$ cat config.mk
export PLATFORM = sky130hd
export DESIGN_NAME = request_tag_tracker_with_timeout_core
export DESIGN_NICKNAME = d
export VERILOG_FILES = /design/src/hdl/rttc_pkg.sv /design/src/hdl/rttc_table.sv /design/src/hdl/rttc_ctrl.sv /design/src/hdl/request_tag_tracker_with_timeout_core.sv
export VERILOG_INCLUDE_DIRS = /design/src /design/src/hdl
export SDC_FILE = /design/constraint.sdc
export NUM_CORES = 1
export LEC_CHECK = 0
export BUFFER_PORTS_ARGS = -buffer_cell sky130_fd_sc_hd__buf_4
export CORE_MARGIN = 2
export CORE_UTILIZATION = 45
export DETAILED_ROUTE_END_ITERATION = 8
export SLEW_MARGIN = 5
export SYNTH_ARGS = -nofsm -noshare
export SYNTH_HDL_FRONTEND = slang
export SYNTH_SLANG_ARGS = --single-unit
$ cat constraint.sdc
create_clock -name clk -period 6.23 [get_ports clk]
set_clock_uncertainty 0.1 [all_clocks]
set_input_delay 0.623 -clock clk [delete_from_list [all_inputs] [get_ports clk]]
set_output_delay 0.623 -clock clk [all_outputs]
set_load 0.05 [all_outputs]
$ cat src/hdl/request_tag_tracker_with_timeout_core_macros.svh
// assertion helpers for the request tag tracker, clocked on clk, quiet in rst
`ifndef REQUEST_TAG_TRACKER_WITH_TIMEOUT_CORE_MACROS_SVH
`define REQUEST_TAG_TRACKER_WITH_TIMEOUT_CORE_MACROS_SVH

// consequent checked in the same cycle as the antecedent
`define RTTC_ASSERT_NOW(label, ante, cons, msg) \
  label: assert property (@(posedge clk) disable iff (rst) (ante) |-> (cons)) \
    else $error(msg);

// consequent checked in the cycle after the antecedent
`define RTTC_ASSERT_NEXT(label, ante, cons, msg) \
  label: assert property (@(posedge clk) disable iff (rst) (ante) |=> (cons)) \
    else $error(msg);

`endif

$ cat src/hdl/rttc_pkg.sv
`default_nettype none

package rttc_pkg;

  // command codes
  localparam logic [1:0] CMD_SEND = 2'd0;
  localparam logic [1:0] CMD_RECV = 2'd1;
  localparam logic [1:0] CMD_TICK = 2'd2;

  // message categories
  localparam logic [3:0] CAT_REQUEST  = 4'd0;
  localparam logic [3:0] CAT_RESPONSE = 4'd1;

  // result kinds
  localparam logic [2:0] KIND_TRACKED     = 3'd0;
  localparam logic [2:0] KIND_UNTRACKED   = 3'd1;
  localparam logic [2:0] KIND_REJECTED    = 3'd2;
  localparam logic [2:0] KIND_MATCHED     = 3'd3;
  localparam logic [2:0] KIND_UNMATCHED   = 3'd4;
  localparam logic [2:0] KIND_UNSUPPORTED = 3'd5;
  localparam logic [2:0] KIND_INVALID     = 3'd6;
  localparam logic [2:0] KIND_TIMED_OUT   = 3'd7;

  // register indexes
  localparam logic REG_DEFAULT_TIMEOUT = 1'b0;
  localparam logic REG_CHECK_INTERVAL  = 1'b1;

  localparam logic [15:0] DEFAULT_TIMEOUT_RESET = 16'd3000;
  localparam logic [15:0] CHECK_INTERVAL_RESET  = 16'd1000;

  // timed-out results per sweep
  localparam int MAX_RESULTS = 16;
  localparam int RES_CW      = $clog2(MAX_RESULTS + 1);

  typedef struct packed {
    logic [1:0]  command;
    logic [3:0]  category;
    logic [7:0]  rx_tag;
    logic [15:0] opcode;
    logic [3:0]  link_id;
    logic [15:0] wait_ms;
    logic        send_ok;
  } item_t;

  typedef struct packed {
    logic [2:0]  kind;
    logic [7:0]  out_tag;
    logic [15:0] out_opcode;
    logic [3:0]  out_link;
    logic        last;
  } result_t;

  // one table entry as held in the entry store
  typedef struct packed {
    logic [7:0]  tag;
    logic [15:0] opcode;
    logic [3:0]  link;
    logic [31:0] deadline;
  } entry_t;

  // per-cycle operations requested of the table
  typedef struct packed {
    logic ins;
    logic ord_rd;
    logic ord_wr;
    logic ent_rd;
    logic drop;
    logic set_count;
  } tbl_op_t;

endpackage

`default_nettype wire

$ cat src/hdl/rttc_table.sv
`default_nettype none

module rttc_table #(
  parameter int TABLE_DEPTH = 16,
  localparam int IW = (TABLE_DEPTH > 1) ? $clog2(TABLE_DEPTH) : 1,
  localparam int CW = $clog2(TABLE_DEPTH + 1)
) (
  input  wire                  clk,
  input  wire                  rst,
  input  rttc_pkg::tbl_op_t    op,
  input  rttc_pkg::entry_t     ins_data,
  input  wire [IW-1:0]         ord_rd_addr,
  input  wire [IW-1:0]         ord_wr_addr,
  input  wire [IW-1:0]         ord_wr_slot,
  input  wire [IW-1:0]         ent_rd_addr,
  input  wire [IW-1:0]         drop_slot,
  input  wire [CW-1:0]         count_value,
  output logic                 full,
  output logic [CW-1:0]        count,
  output logic [IW-1:0]        ord_rdata,
  output rttc_pkg::entry_t     ent_rdata
);

  // entry store, indexed by slot
  rttc_pkg::entry_t ent_mem [TABLE_DEPTH];
  // order list: slot numbers from oldest to newest
  logic [IW-1:0]    ord_mem [TABLE_DEPTH];

  logic [TABLE_DEPTH-1:0] valid;
  logic [TABLE_DEPTH-1:0] free_vec;
  logic [TABLE_DEPTH-1:0] lowest_free;
  logic [IW-1:0]          free_slot;

  // isolate lowest free slot, then encode
  assign free_vec    = ~valid;
  assign lowest_free = free_vec & (~free_vec + TABLE_DEPTH'(1));
  assign full        = (count == CW'(TABLE_DEPTH));

  always_comb begin
    free_slot = '0;
    for (int i = 0; i < TABLE_DEPTH; i++) begin
      if (lowest_free[i]) begin
        free_slot = free_slot | IW'(i);
      end
    end
  end

  always_ff @(posedge clk) begin
    if (rst) begin
      valid <= '0;
      count <= '0;
    end else begin
      if (op.ins) begin
        valid[free_slot] <= 1'b1;
        count            <= count + CW'(1);
      end
      if (op.drop) begin
        valid[drop_slot] <= 1'b0;
      end
      if (op.set_count) begin
        count <= count_value;
      end
    end
  end

  // memories: one write and one registered read each
  always_ff @(posedge clk) begin
    if (op.ins) begin
      ent_mem[free_slot]       <= ins_data;
      ord_mem[count[IW-1:0]]   <= free_slot;
    end else if (op.ord_wr) begin
      ord_mem[ord_wr_addr]     <= ord_wr_slot;
    end
    if (op.ord_rd) begin
      ord_rdata <= ord_mem[ord_rd_addr];
    end
    if (op.ent_rd) begin
      ent_rdata <= ent_mem[ent_rd_addr];
    end
  end

endmodule

`default_nettype wire

$ cat src/hdl/rttc_ctrl.sv
`default_nettype none

module rttc_ctrl #(
  parameter int TABLE_DEPTH = 16,
  localparam int IW = (TABLE_DEPTH > 1) ? $clog2(TABLE_DEPTH) : 1,
  localparam int CW = $clog2(TABLE_DEPTH + 1)
) (
  input  wire                  clk,
  input  wire                  rst,
  input  wire                  start,
  output logic                 busy,
  input  rttc_pkg::item_t      item,
  output logic                 result_valid,
  output rttc_pkg::result_t    result,
  input  wire [15:0]           default_timeout,
  input  wire [15:0]           check_interval,
  output rttc_pkg::tbl_op_t    op,
  output rttc_pkg::entry_t     ins_data,
  output logic [IW-1:0]        ord_rd_addr,
  output logic [IW-1:0]        ord_wr_addr,
  output logic [IW-1:0]        ord_wr_slot,
  output logic [IW-1:0]        ent_rd_addr,
  output logic [IW-1:0]        drop_slot,
  output logic [CW-1:0]        count_value,
  input  wire                  full,
  input  wire [CW-1:0]         count,
  input  wire [IW-1:0]         ord_rdata,
  input  rttc_pkg::entry_t     ent_rdata
);

  typedef enum logic [1:0] {
    ST_IDLE = 2'b01,
    ST_SCAN = 2'b10
  } state_t;

  state_t state;

  logic [31:0] now_ms;
  logic [15:0] interval_count;
  logic [7:0]  next_tag;

  // scan pointers and pipeline flags
  logic                        sweep;
  logic [CW-1:0]               rd;
  logic [CW-1:0]               wp;
  logic [CW-1:0]               len;
  logic                        s1;
  logic                        s2;
  logic [IW-1:0]               s2_slot;
  logic [rttc_pkg::RES_CW-1:0] removed;
  logic                        hit;
  logic                        pend_valid;
  rttc_pkg::result_t           pend;
  rttc_pkg::item_t             cap;

  logic        accept;
  logic        issue;
  logic        scan_end;
  logic        remove;
  logic        keep;
  logic        expired;
  logic        is_match;
  logic [31:0] age;
  logic [15:0] offset;
  logic [15:0] tick_count;
  logic        sweep_due;

  assign busy   = (state == ST_SCAN);
  assign accept = start && (state == ST_IDLE);

  assign issue    = (state == ST_SCAN) && (rd != len);
  assign scan_end = (state == ST_SCAN) && !issue && !s1 && !s2;

  // deadline not in the future
  assign age     = now_ms - ent_rdata.deadline;
  assign expired = !age[31];

  assign is_match = (ent_rdata.tag == cap.rx_tag) && (ent_rdata.link == cap.link_id) &&
                    (ent_rdata.opcode == cap.opcode);

  assign remove = s2 && (sweep ? (expired && (removed != rttc_pkg::RES_CW'(rttc_pkg::MAX_RESULTS)))
                               : (is_match && !hit));
  assign keep   = s2 && !remove;

  assign offset     = (item.wait_ms != 16'd0) ? item.wait_ms : default_timeout;
  assign tick_count = interval_count + 16'd1;
  assign sweep_due  = (tick_count >= check_interval);

  always_comb begin
    op               = '0;
    op.ins           = accept && (item.command == rttc_pkg::CMD_SEND) &&
                       (item.category == rttc_pkg::CAT_REQUEST) && item.send_ok && !full;
    op.ord_rd        = issue;
    op.ent_rd        = (state == ST_SCAN) && s1;
    op.drop          = remove;
    op.ord_wr        = keep;
    op.set_count     = scan_end;
    ins_data.tag     = next_tag;
    ins_data.opcode  = item.opcode;
    ins_data.link    = item.link_id;
    ins_data.deadline = now_ms + {16'd0, offset};
    ord_rd_addr      = rd[IW-1:0];
    ent_rd_addr      = ord_rdata;
    ord_wr_addr      = wp[IW-1:0];
    ord_wr_slot      = s2_slot;
    drop_slot        = s2_slot;
    count_value      = wp;
  end

  always_ff @(posedge clk) begin
    if (op.ent_rd) begin
      s2_slot <= ord_rdata;
    end
  end

  always_ff @(posedge clk) begin
    if (rst) begin
      state          <= ST_IDLE;
      result_valid   <= 1'b0;
      now_ms         <= '0;
      interval_count <= '0;
      next_tag       <= '0;
      sweep          <= 1'b0;
      rd             <= '0;
      wp             <= '0;
      len            <= '0;
      s1             <= 1'b0;
      s2             <= 1'b0;
      removed        <= '0;
      hit            <= 1'b0;
      pend_valid     <= 1'b0;
    end else begin
      result_valid <= 1'b0;
      s1           <= issue;
      s2           <= op.ent_rd;
      case (state)
        ST_IDLE: begin
          if (start) begin
            // scan set-up, used only if a scan starts
            rd         <= '0;
            wp         <= '0;
            len        <= count;
            removed    <= '0;
            hit        <= 1'b0;
            pend_valid <= 1'b0;
            cap        <= item;
            case (item.command)
              rttc_pkg::CMD_SEND: begin
                result_valid      <= 1'b1;
                result.out_opcode <= item.opcode;
                result.out_link   <= item.link_id;
                result.last       <= 1'b1;
                if (item.category == rttc_pkg::CAT_REQUEST) begin
                  next_tag       <= next_tag + 8'd1;
                  result.out_tag <= next_tag;
                  result.kind    <= op.ins ? rttc_pkg::KIND_TRACKED : rttc_pkg::KIND_REJECTED;
                end else begin
                  result.out_tag <= 8'd0;
                  result.kind    <= item.send_ok ? rttc_pkg::KIND_UNTRACKED
                                                 : rttc_pkg::KIND_REJECTED;
                end
              end
              rttc_pkg::CMD_RECV: begin
                if (item.category == rttc_pkg::CAT_RESPONSE) begin
                  state <= ST_SCAN;
                  sweep <= 1'b0;
                end else begin
                  result_valid      <= 1'b1;
                  result.out_tag    <= item.rx_tag;
                  result.out_opcode <= item.opcode;
                  result.out_link   <= item.link_id;
                  result.last       <= 1'b1;
                  result.kind       <= (item.category == rttc_pkg::CAT_REQUEST)
                                       ? rttc_pkg::KIND_UNSUPPORTED : rttc_pkg::KIND_INVALID;
                end
              end
              rttc_pkg::CMD_TICK: begin
                now_ms <= now_ms + 32'd1;
                if (sweep_due) begin
                  interval_count <= '0;
                  state          <= ST_SCAN;
                  sweep          <= 1'b1;
                end else begin
                  interval_count <= tick_count;
                end
              end
              default: begin
              end
            endcase
          end
        end
        ST_SCAN: begin
          if (issue) begin
            rd <= rd + CW'(1);
          end
          if (keep) begin
            wp <= wp + CW'(1);
          end
          if (remove) begin
            // hold the new result back until we know whether it is the final one
            removed           <= removed + rttc_pkg::RES_CW'(1);
            hit               <= 1'b1;
            pend_valid        <= 1'b1;
            pend.kind         <= sweep ? rttc_pkg::KIND_TIMED_OUT : rttc_pkg::KIND_MATCHED;
            pend.out_tag      <= ent_rdata.tag;
            pend.out_opcode   <= ent_rdata.opcode;
            pend.out_link     <= ent_rdata.link;
            pend.last         <= 1'b0;
            if (pend_valid) begin
              result_valid <= 1'b1;
              result       <= pend;
            end
          end
          if (scan_end) begin
            state <= ST_IDLE;
            if (pend_valid) begin
              result_valid <= 1'b1;
              result       <= '{kind: pend.kind, out_tag: pend.out_tag,
                                out_opcode: pend.out_opcode, out_link: pend.out_link,
                                last: 1'b1};
            end else if (!sweep) begin
              result_valid      <= 1'b1;
              result.kind       <= rttc_pkg::KIND_UNMATCHED;
              result.out_tag    <= cap.rx_tag;
              result.out_opcode <= cap.opcode;
              result.out_link   <= cap.link_id;
              result.last       <= 1'b1;
            end
          end
        end
        default: begin
          state <= ST_IDLE;
        end
      endcase
    end
  end

endmodule

`default_nettype wire

$ cat src/hdl/request_tag_tracker_with_timeout_core.sv
// channel   ports                                    transfer when
// -------   ---------------------------------------  -----------------------------------
// item      start, busy, item                        start high and busy low
// result    result_valid, result                     every cycle result_valid is high
// config    psel, penable, pwrite, paddr, pwdata,    psel, penable, pwrite, pready high
//           prdata, pready
//
// a send, a non-response receive, a tick without a sweep or an unused command
// leaves busy low, and the next item may follow at once
// a response or a sweeping tick keeps busy high while the order list is scanned,
// the order list read feeding the entry store read, one entry a cycle
// synchronous reset clears the valid bits and counters and loads the configuration registers with their defaults;
// results cannot be stalled and come from registers

`default_nettype none

`include "request_tag_tracker_with_timeout_core_macros.svh"

module request_tag_tracker_with_timeout_core #(
  parameter int TABLE_DEPTH = 16
) (
  input  wire                 clk,
  input  wire                 rst,
  input  wire                 start,
  output logic                busy,
  input  rttc_pkg::item_t     item,
  output logic                result_valid,
  output rttc_pkg::result_t   result,
  input  wire                 psel,
  input  wire                 penable,
  input  wire                 pwrite,
  input  wire [2:0]           paddr,
  input  wire [31:0]          pwdata,
  output logic [31:0]         prdata,
  output logic                pready
);

  localparam int IW = (TABLE_DEPTH > 1) ? $clog2(TABLE_DEPTH) : 1;
  localparam int CW = $clog2(TABLE_DEPTH + 1);

  // configuration registers
  logic [15:0] default_timeout;
  logic [15:0] check_interval;
  logic        cfg_write;

  // control between sequencer and table
  rttc_pkg::tbl_op_t op;
  rttc_pkg::entry_t  ins_data;
  rttc_pkg::entry_t  ent_rdata;
  logic [IW-1:0]     ord_rd_addr;
  logic [IW-1:0]     ord_wr_addr;
  logic [IW-1:0]     ord_wr_slot;
  logic [IW-1:0]     ent_rd_addr;
  logic [IW-1:0]     drop_slot;
  logic [IW-1:0]     ord_rdata;
  logic [CW-1:0]     count_value;
  logic [CW-1:0]     count;
  logic              full;

  // register file: word address in paddr[2], byte lanes ignored
  assign pready    = 1'b1;
  assign cfg_write = psel && penable && pwrite && pready;

  always_ff @(posedge clk) begin
    if (rst) begin
      default_timeout <= rttc_pkg::DEFAULT_TIMEOUT_RESET;
      check_interval  <= rttc_pkg::CHECK_INTERVAL_RESET;
    end else if (cfg_write) begin
      case (paddr[2])
        rttc_pkg::REG_DEFAULT_TIMEOUT: default_timeout <= pwdata[15:0];
        rttc_pkg::REG_CHECK_INTERVAL:  check_interval  <= pwdata[15:0];
        default: begin
        end
      endcase
    end
  end

  always_comb begin
    case (paddr[2])
      rttc_pkg::REG_DEFAULT_TIMEOUT: prdata = {16'd0, default_timeout};
      rttc_pkg::REG_CHECK_INTERVAL:  prdata = {16'd0, check_interval};
      default:                       prdata = '0;
    endcase
  end

  // sequencer: command decode, time keeping, scan of the order list
  rttc_ctrl #(
    .TABLE_DEPTH(TABLE_DEPTH)
  ) u_ctrl (
    .clk            (clk),
    .rst            (rst),
    .start          (start),
    .busy           (busy),
    .item           (item),
    .result_valid   (result_valid),
    .result         (result),
    .default_timeout(default_timeout),
    .check_interval (check_interval),
    .op             (op),
    .ins_data       (ins_data),
    .ord_rd_addr    (ord_rd_addr),
    .ord_wr_addr    (ord_wr_addr),
    .ord_wr_slot    (ord_wr_slot),
    .ent_rd_addr    (ent_rd_addr),
    .drop_slot      (drop_slot),
    .count_value    (count_value),
    .full           (full),
    .count          (count),
    .ord_rdata      (ord_rdata),
    .ent_rdata      (ent_rdata)
  );

  // table: entry store, order list, valid bits and fill count
  rttc_table #(
    .TABLE_DEPTH(TABLE_DEPTH)
  ) u_table (
    .clk        (clk),
    .rst        (rst),
    .op         (op),
    .ins_data   (ins_data),
    .ord_rd_addr(ord_rd_addr),
    .ord_wr_addr(ord_wr_addr),
    .ord_wr_slot(ord_wr_slot),
    .ent_rd_addr(ent_rd_addr),
    .drop_slot  (drop_slot),
    .count_value(count_value),
    .full       (full),
    .count      (count),
    .ord_rdata  (ord_rdata),
    .ent_rdata  (ent_rdata)
  );

  // nothing comes out of an idle cycle without a new transfer
  `RTTC_ASSERT_NEXT(a_idle_silent, !busy && !start, !result_valid, "result without a transfer")
  // a send always gives one final result and leaves the block free
  `RTTC_ASSERT_NEXT(a_send_single, start && !busy && item.command == rttc_pkg::CMD_SEND, result_valid && result.last && !busy, "send did not finish in one cycle")
  // a result that is not the final one only comes out during a scan
  `RTTC_ASSERT_NOW(a_more_follows, result_valid && !result.last, busy, "non-final result outside a scan")

endmodule

`default_nettype wire
# Word level (Yosys, flattened, before mapping)
# Memories as Yosys holds them, arrays and structs flattened. A register that Yosys moved wholly into a read port is not among the register bits.
# Index checks and enable logic that the tools add are counted.
# totals
reg_bits	231
ramBits	1024
in_bits	92
n_memories	2
# classes
n_addsub	10
order_cmp	5
eq_ne	23
n_mux	78
bitwise_logic	8
reduce_logical	47
# mem_list
memory	words	word_bits	rd	rd_ports_with_merged_regs	wr	line_no	source
u_table.ent_mem	16	60	1	1	1	rttc_table.sv:25	rttc_pkg::entry_t ent_mem [TABLE_DEPTH];
u_table.ord_mem	16	4	1	1	1	rttc_table.sv:27	logic [IW-1:0] ord_mem [TABLE_DEPTH];
# ops
op	count
two-way mux 32 bit	7
one-hot mux 32 bit (2 select lines)	3
two-way mux 16 bit	5
NOT 16 bit	3
two-way mux 4 bit	10
adder 16 x 1 -> 16 bit (second input constant)	2
adder 32 x 1 -> 32 bit (second input constant)	1
adder 32 x 16 -> 32 bit	1
bitwise AND 16 bit	2
subtractor 32 bit	1
two-way mux 5 bit	6
one-hot mux 5 bit (2 select lines)	3
two-way mux 1 bit	21
adder 5 x 1 -> 5 bit (second input constant)	4
logical AND 1 bit	20
two-way mux 2 bit	9
AND reduction 3 bit	6
== test 16 bit	1
greater-or-equal comparator 16 bit	1
bitwise OR 16 bit	1
nonzero test 16 bit	1
two-way mux 3 bit	5
AND reduction 5 bit	3
!= test 2 x 1 -> 1 bit (second input constant)	6
26 further kinds	49

# Longest topological paths before layout
# depth
ltp_word	28
depth_mapped	16

# Modules after synthesis
# Synthesis repeated with hierarchy kept, for this count alone.
# hier_totals
cells_unflattened	3123
hier_area_um2	54920.2
# modules_own_cells
mod	n_inst	cells_per_inst	area_each_um2
rttc_table	1	1704	41888.9
rttc_ctrl	1	1256	11365.9
request_tag_tracker_with_timeout_core	1	163	1665.3

# Worst setup path before layout
# OpenSTA, ideal clock, no wires.
# synth_timing
kind	in2reg
startpoint	input item[46] in the netlist's numbering
endpoint	register u_table.valid[3]
setup_ns	0.087
t_arrival_ns	4.942
slack_ns	1.101
stages	9
path_buffers	1
path_cell_list	nor4_1 and3_1 buf_4 o311ai_2 a21oi_1 a21bo_2 nor2_1 o21ai_0 a41oi_1
# synth_via
elab_chain_cells	8
# synth_lines
item	line_no	source
from (decl)	request_tag_tracker_with_timeout_core.sv:26	input rttc_pkg::item_t item,
zero test 4 bit *	rttc_ctrl.sv:92	(item.category == rttc_pkg::CAT_REQUEST) && item.send_ok && !full;
logical AND 1 bit *	rttc_ctrl.sv:91	op.ins = accept && (item.command == rttc_pkg::CMD_SEND) &&
logical AND 1 bit * (2 in a row)	rttc_ctrl.sv:92	
two-way mux 16 bit *	rttc_table.sv:53	if (op.ins) begin
two-way mux 16 bit *	rttc_table.sv:49	if (rst) begin
bitwise AND 16 bit (no line)	n/a	
two-way mux 16 bit *	rttc_table.sv:57	if (op.drop) begin
to (signal assigned)	rttc_table.sv:50	valid <= '0;
to (signal, indexed assignment)	rttc_table.sv:54	valid[free_slot] <= 1'b1;
to (signal, indexed assignment)	rttc_table.sv:58	valid[drop_slot] <= 1'b0;
to (decl)	rttc_table.sv:29	logic [TABLE_DEPTH-1:0] valid;
# Every way passes the cells marked *; elsewhere a longest branch is shown, timed or not. The select of a mux whose other input is x is not followed.
# A chain may end at the register's enable or synchronous reset.

# Worst setup path in the final report
# layout_timing
startpoint	register u_ctrl.interval_count[2]
endpoint	register u_ctrl.interval_count[6]
# layout_via
elab_chain_cells	3
# layout_lines
item	line_no	source
from (decl)	rttc_ctrl.sv:39	logic [15:0] interval_count;
from (signal assigned)	rttc_ctrl.sv:184	interval_count <= tick_count;
adder 16 x 1 -> 16 bit *	rttc_ctrl.sv:86	assign tick_count = interval_count + 16'd1;
greater-or-equal comparator 16 bit	rttc_ctrl.sv:87	assign sweep_due = (tick_count >= check_interval);
two-way mux 16 bit *	rttc_ctrl.sv:179	if (sweep_due) begin
# Every way passes the cells marked *; elsewhere a longest branch is shown, timed or not.

==> flow_metrics.tcl <==
set metrics [dict create \
    fp.dieW_um 350 \
    setup_violations 0 \
    ir_drop_v 0.000257 \
    hold_buffers 13 \
    fin_tns_setup_ns 0 \
    numCtsBuffers 137 \
    gp_congestion 0.839 \
    max_stage_delay_ns 0.76 \
    yosys.area.top_type "edfxtp_1" \
    dr.pass1.iters 5 \
    fmax_mhz 205 \
    cts_resized 0 \
    die_h_um 350 \
    status "complete, no violations" \
    synth_async_sr_flop_share_pct 0 \
    core_area_um2 118000 \
    hpwl_um 76200 \
    die_area_um2 122000 \
    multi_input_area_um2 14800 \
    seq_area_um2 38200 \
    min_to "check_interval[6]" \
    reg2reg_slack_ns 1.35 \
    drv_slew 0 \
    ys_top_cells_by_area "edfxtp_1, mux4_2, dfxtp_1, ha_1, xor2_1" \
    slowest_stage "a21boi_2" \
    htree_levels 4 \
    postSynthRegisterBits 1317 \
    diodes 0 \
    layout-drive-gt1-share_pct 23.6 \
    antenna_left 0 \
    synth_most_common_cell "edfxtp_1" \
    grt_pass1_wl_um 195000 \
    path_common_cell "and3_1" \
    cap_viol_max_count 0 \
    grt_pass1_vias 29900 \
    crit_chain "nand3_1, nor3_1, and3_1, and3_1, and3_1, and3_1, xor2_1, ha_1, or4b_2, a221oi_1, o211ai_1, a21boi_2, o21ai_0, a31oi_1" \
    post-route-period-util_pct 78.4 \
    portBuffers 123 \
    cp-start-kind "flip-flop" \
    p_leak_nw 20.4 \
    r2r-end "u_ctrl.interval_count[6]" \
    cts.sinks 1317 \
    fin_util_pct 52.1 \
    synth_cells 3012 \
    hp-class "in -> reg" \
    vias 29300 \
    worst_setup_path_end_kind "flip-flop" \
    r2r_cells 14 \
    area_delta_synth_final_pct 14.5 \
    arrival_ns 5.43 \
    pwr_density_cell_nw_per_um2 295 \
    crit_buf_inv 0 \
    finalWirelength_um 132000 \
    grt-ovfl-total 0 \
    crit_family "simple AND/OR/NAND/NOR gates" \
    initial_core_util_pct 45.5 \
    netlist_area_um2 53800 \
    cts_setup_buffers 0 \
    grt_usage_pct 21.8 \
    grt_max_degree 109 \
    avgSynthCellArea_um2 17.9 \
    cp_data_required_time_ns 6.77 \
    crit-reg2reg-launch "u_ctrl.interval_count[2]" \
    period_needed_ns 4.88 \
    synth_warnings 0 \
    clk_pin_slew_ns 0.06 \
    viasPerCell 5.94 \
    synth_common_cells "edfxtp_1, mux4_2, nand2_1" \
    hold_viol_final 0 \
    place_ws_ns 1.04 \
    yosys.area.top_type_share_pct 65.9 \
    synth-edff-count 1181 \
    first_iter_violations 3136 \
    power_w 0.0182 \
    synth_top_flop_cell "edfxtp_1" \
    worst_pin_slew_ns 1.21 \
    seq_area_frac_synth_pct 70.9 \
    layout.nets 3397 \
    critPathLaunch "u_ctrl.interval_count[2]" \
    antenna_found_initial 1 \
    synth_cell_types 77 \
    wl_per_cell_um 26.8 \
    path_depth 14 \
    rsz0062_at_grt "false" \
    rows 126 \
    clk_latency_ns 0.73 \
    worst_slack_ns 1.35 \
    pin_count 159 \
    cts_root_buffer "clkbuf_16" \
    max-slew-margin-rel_pct 18.8 \
    nFillCells 9344 \
    worstPathMaxFanout 22 \
    criticalPathCategory "reg -> reg" \
    drcViolationCount 0 \
    whs_path_depth 3 \
    cts_tree "yes" \
    hold_start "pwdata[6]" \
    clockBufferDepth 3 \
]
## stage by stage
step,std cells,cell area (µm²),hold slack (ns)
final,4938,61600,0.0556
after global routing,4938,61600,0.0340
after CTS,4938,61600,0.00508
after detailed placement,4676,57100,0.360
after global placement,4676,57100,0.353
after floorplan,3027,53900,0.324
## final cells by class
class | instances | share of cell area (%)
sequential | 1317 | 61.9
multi-input combinational | 1448 | 23.9
clock buffer | 176 | 6.12
tap | 1600 | 3.25
timing repair buffer | 225 | 3.02
clock inverter | 73 | 1.12
inverter | 99 | 0.603
## logic make-up (layout without fill, tap and decap cells)
kind of cell    after synthesis  count (layout)  synth area share (%)
mux                         344             344                  13.9
buf+inv                     262             573                  2.04
other cells                   2              17                0.0140
fa+ha+maj                    77              77                  1.80
compound gates              385             385                  4.82
xor+xnor                    109             109                  1.77
flops                      1317            1317                  70.9
simple gates                516             516                  4.72
## worst max-delay path by stage
stage	endpoint	slack [ns]
global placement	u_table.ent_mem[14][28]	1.10
finish	u_ctrl.interval_count[6]	1.35
CTS	u_ctrl.interval_count[6]	1.41
detailed placement	u_table.ent_mem[0][28]	1.04
floorplan	u_table.valid[3]	1.10
global route	u_ctrl.interval_count[6]	0.98
## registers in the layout (all words and copies together), names as in the netlist, 2 cells and up
name,cells
u_table.ent_mem,960
u_table.ord_mem,64
u_table.ent_rdata,60
u_ctrl.now_ms,32
u_ctrl.result,32
u_ctrl.pend,29
u_ctrl.cap,28
check_interval,16
default_timeout,16
u_ctrl.interval_count,16
u_table.valid,16
u_ctrl.next_tag,8
u_ctrl.count_value,5
u_ctrl.len,5
u_ctrl.rd,5
u_ctrl.removed,5
u_table.count,5
u_ctrl.drop_slot,4
u_table.ord_rdata,4
u_ctrl.state,2
## where the power goes
group / total (W) / switching, W / leakage [nW] / internal, W
registers: 0.00962 / 0.0000277 / 11.8 / 0.00960
logic: 0.000449 / 0.000319 / 6.44 / 0.000130
clock network: 0.00809 / 0.00334 / 2.18 / 0.00475
## worst min-delay path: cells and delay by family
kind            cells  cell delay [ns]
compound gates      1             0.07
buf+inv             1             0.09
simple gates        1             0.05
## metal layers
metal | vias to the layer above | wire length (µm) | track usage [%]
met5 | - | 9 | 0
met4 | 2 | 2800 | 6.27
met3 | 215 | 7910 | 3.36
met2 | 1116 | 64500 | 35.4
met1 | 15500 | 57200 | 30.7
li1 | 12500 | - | -
## placed cells by master, fill, tap and decap left out, types with 39 or more instances in the layout
cell,netlist,routed
a22oi_1,45,45
ha_1,76,75
clkbuf_16,0,144
nor2_1,117,99
xor2_1,70,70
xnor2_1,39,39
nand3_1,54,53
dfxtp_1,136,136
edfxtp_1,1181,1181
o21ai_0,50,50
and3_1,41,41
nand2_1,148,148
mux4_2,320,320
a21oi_1,107,107
buf_4,22,201
inv_1,99,99
Note: power is estimated with default switching activity, not from simulation.
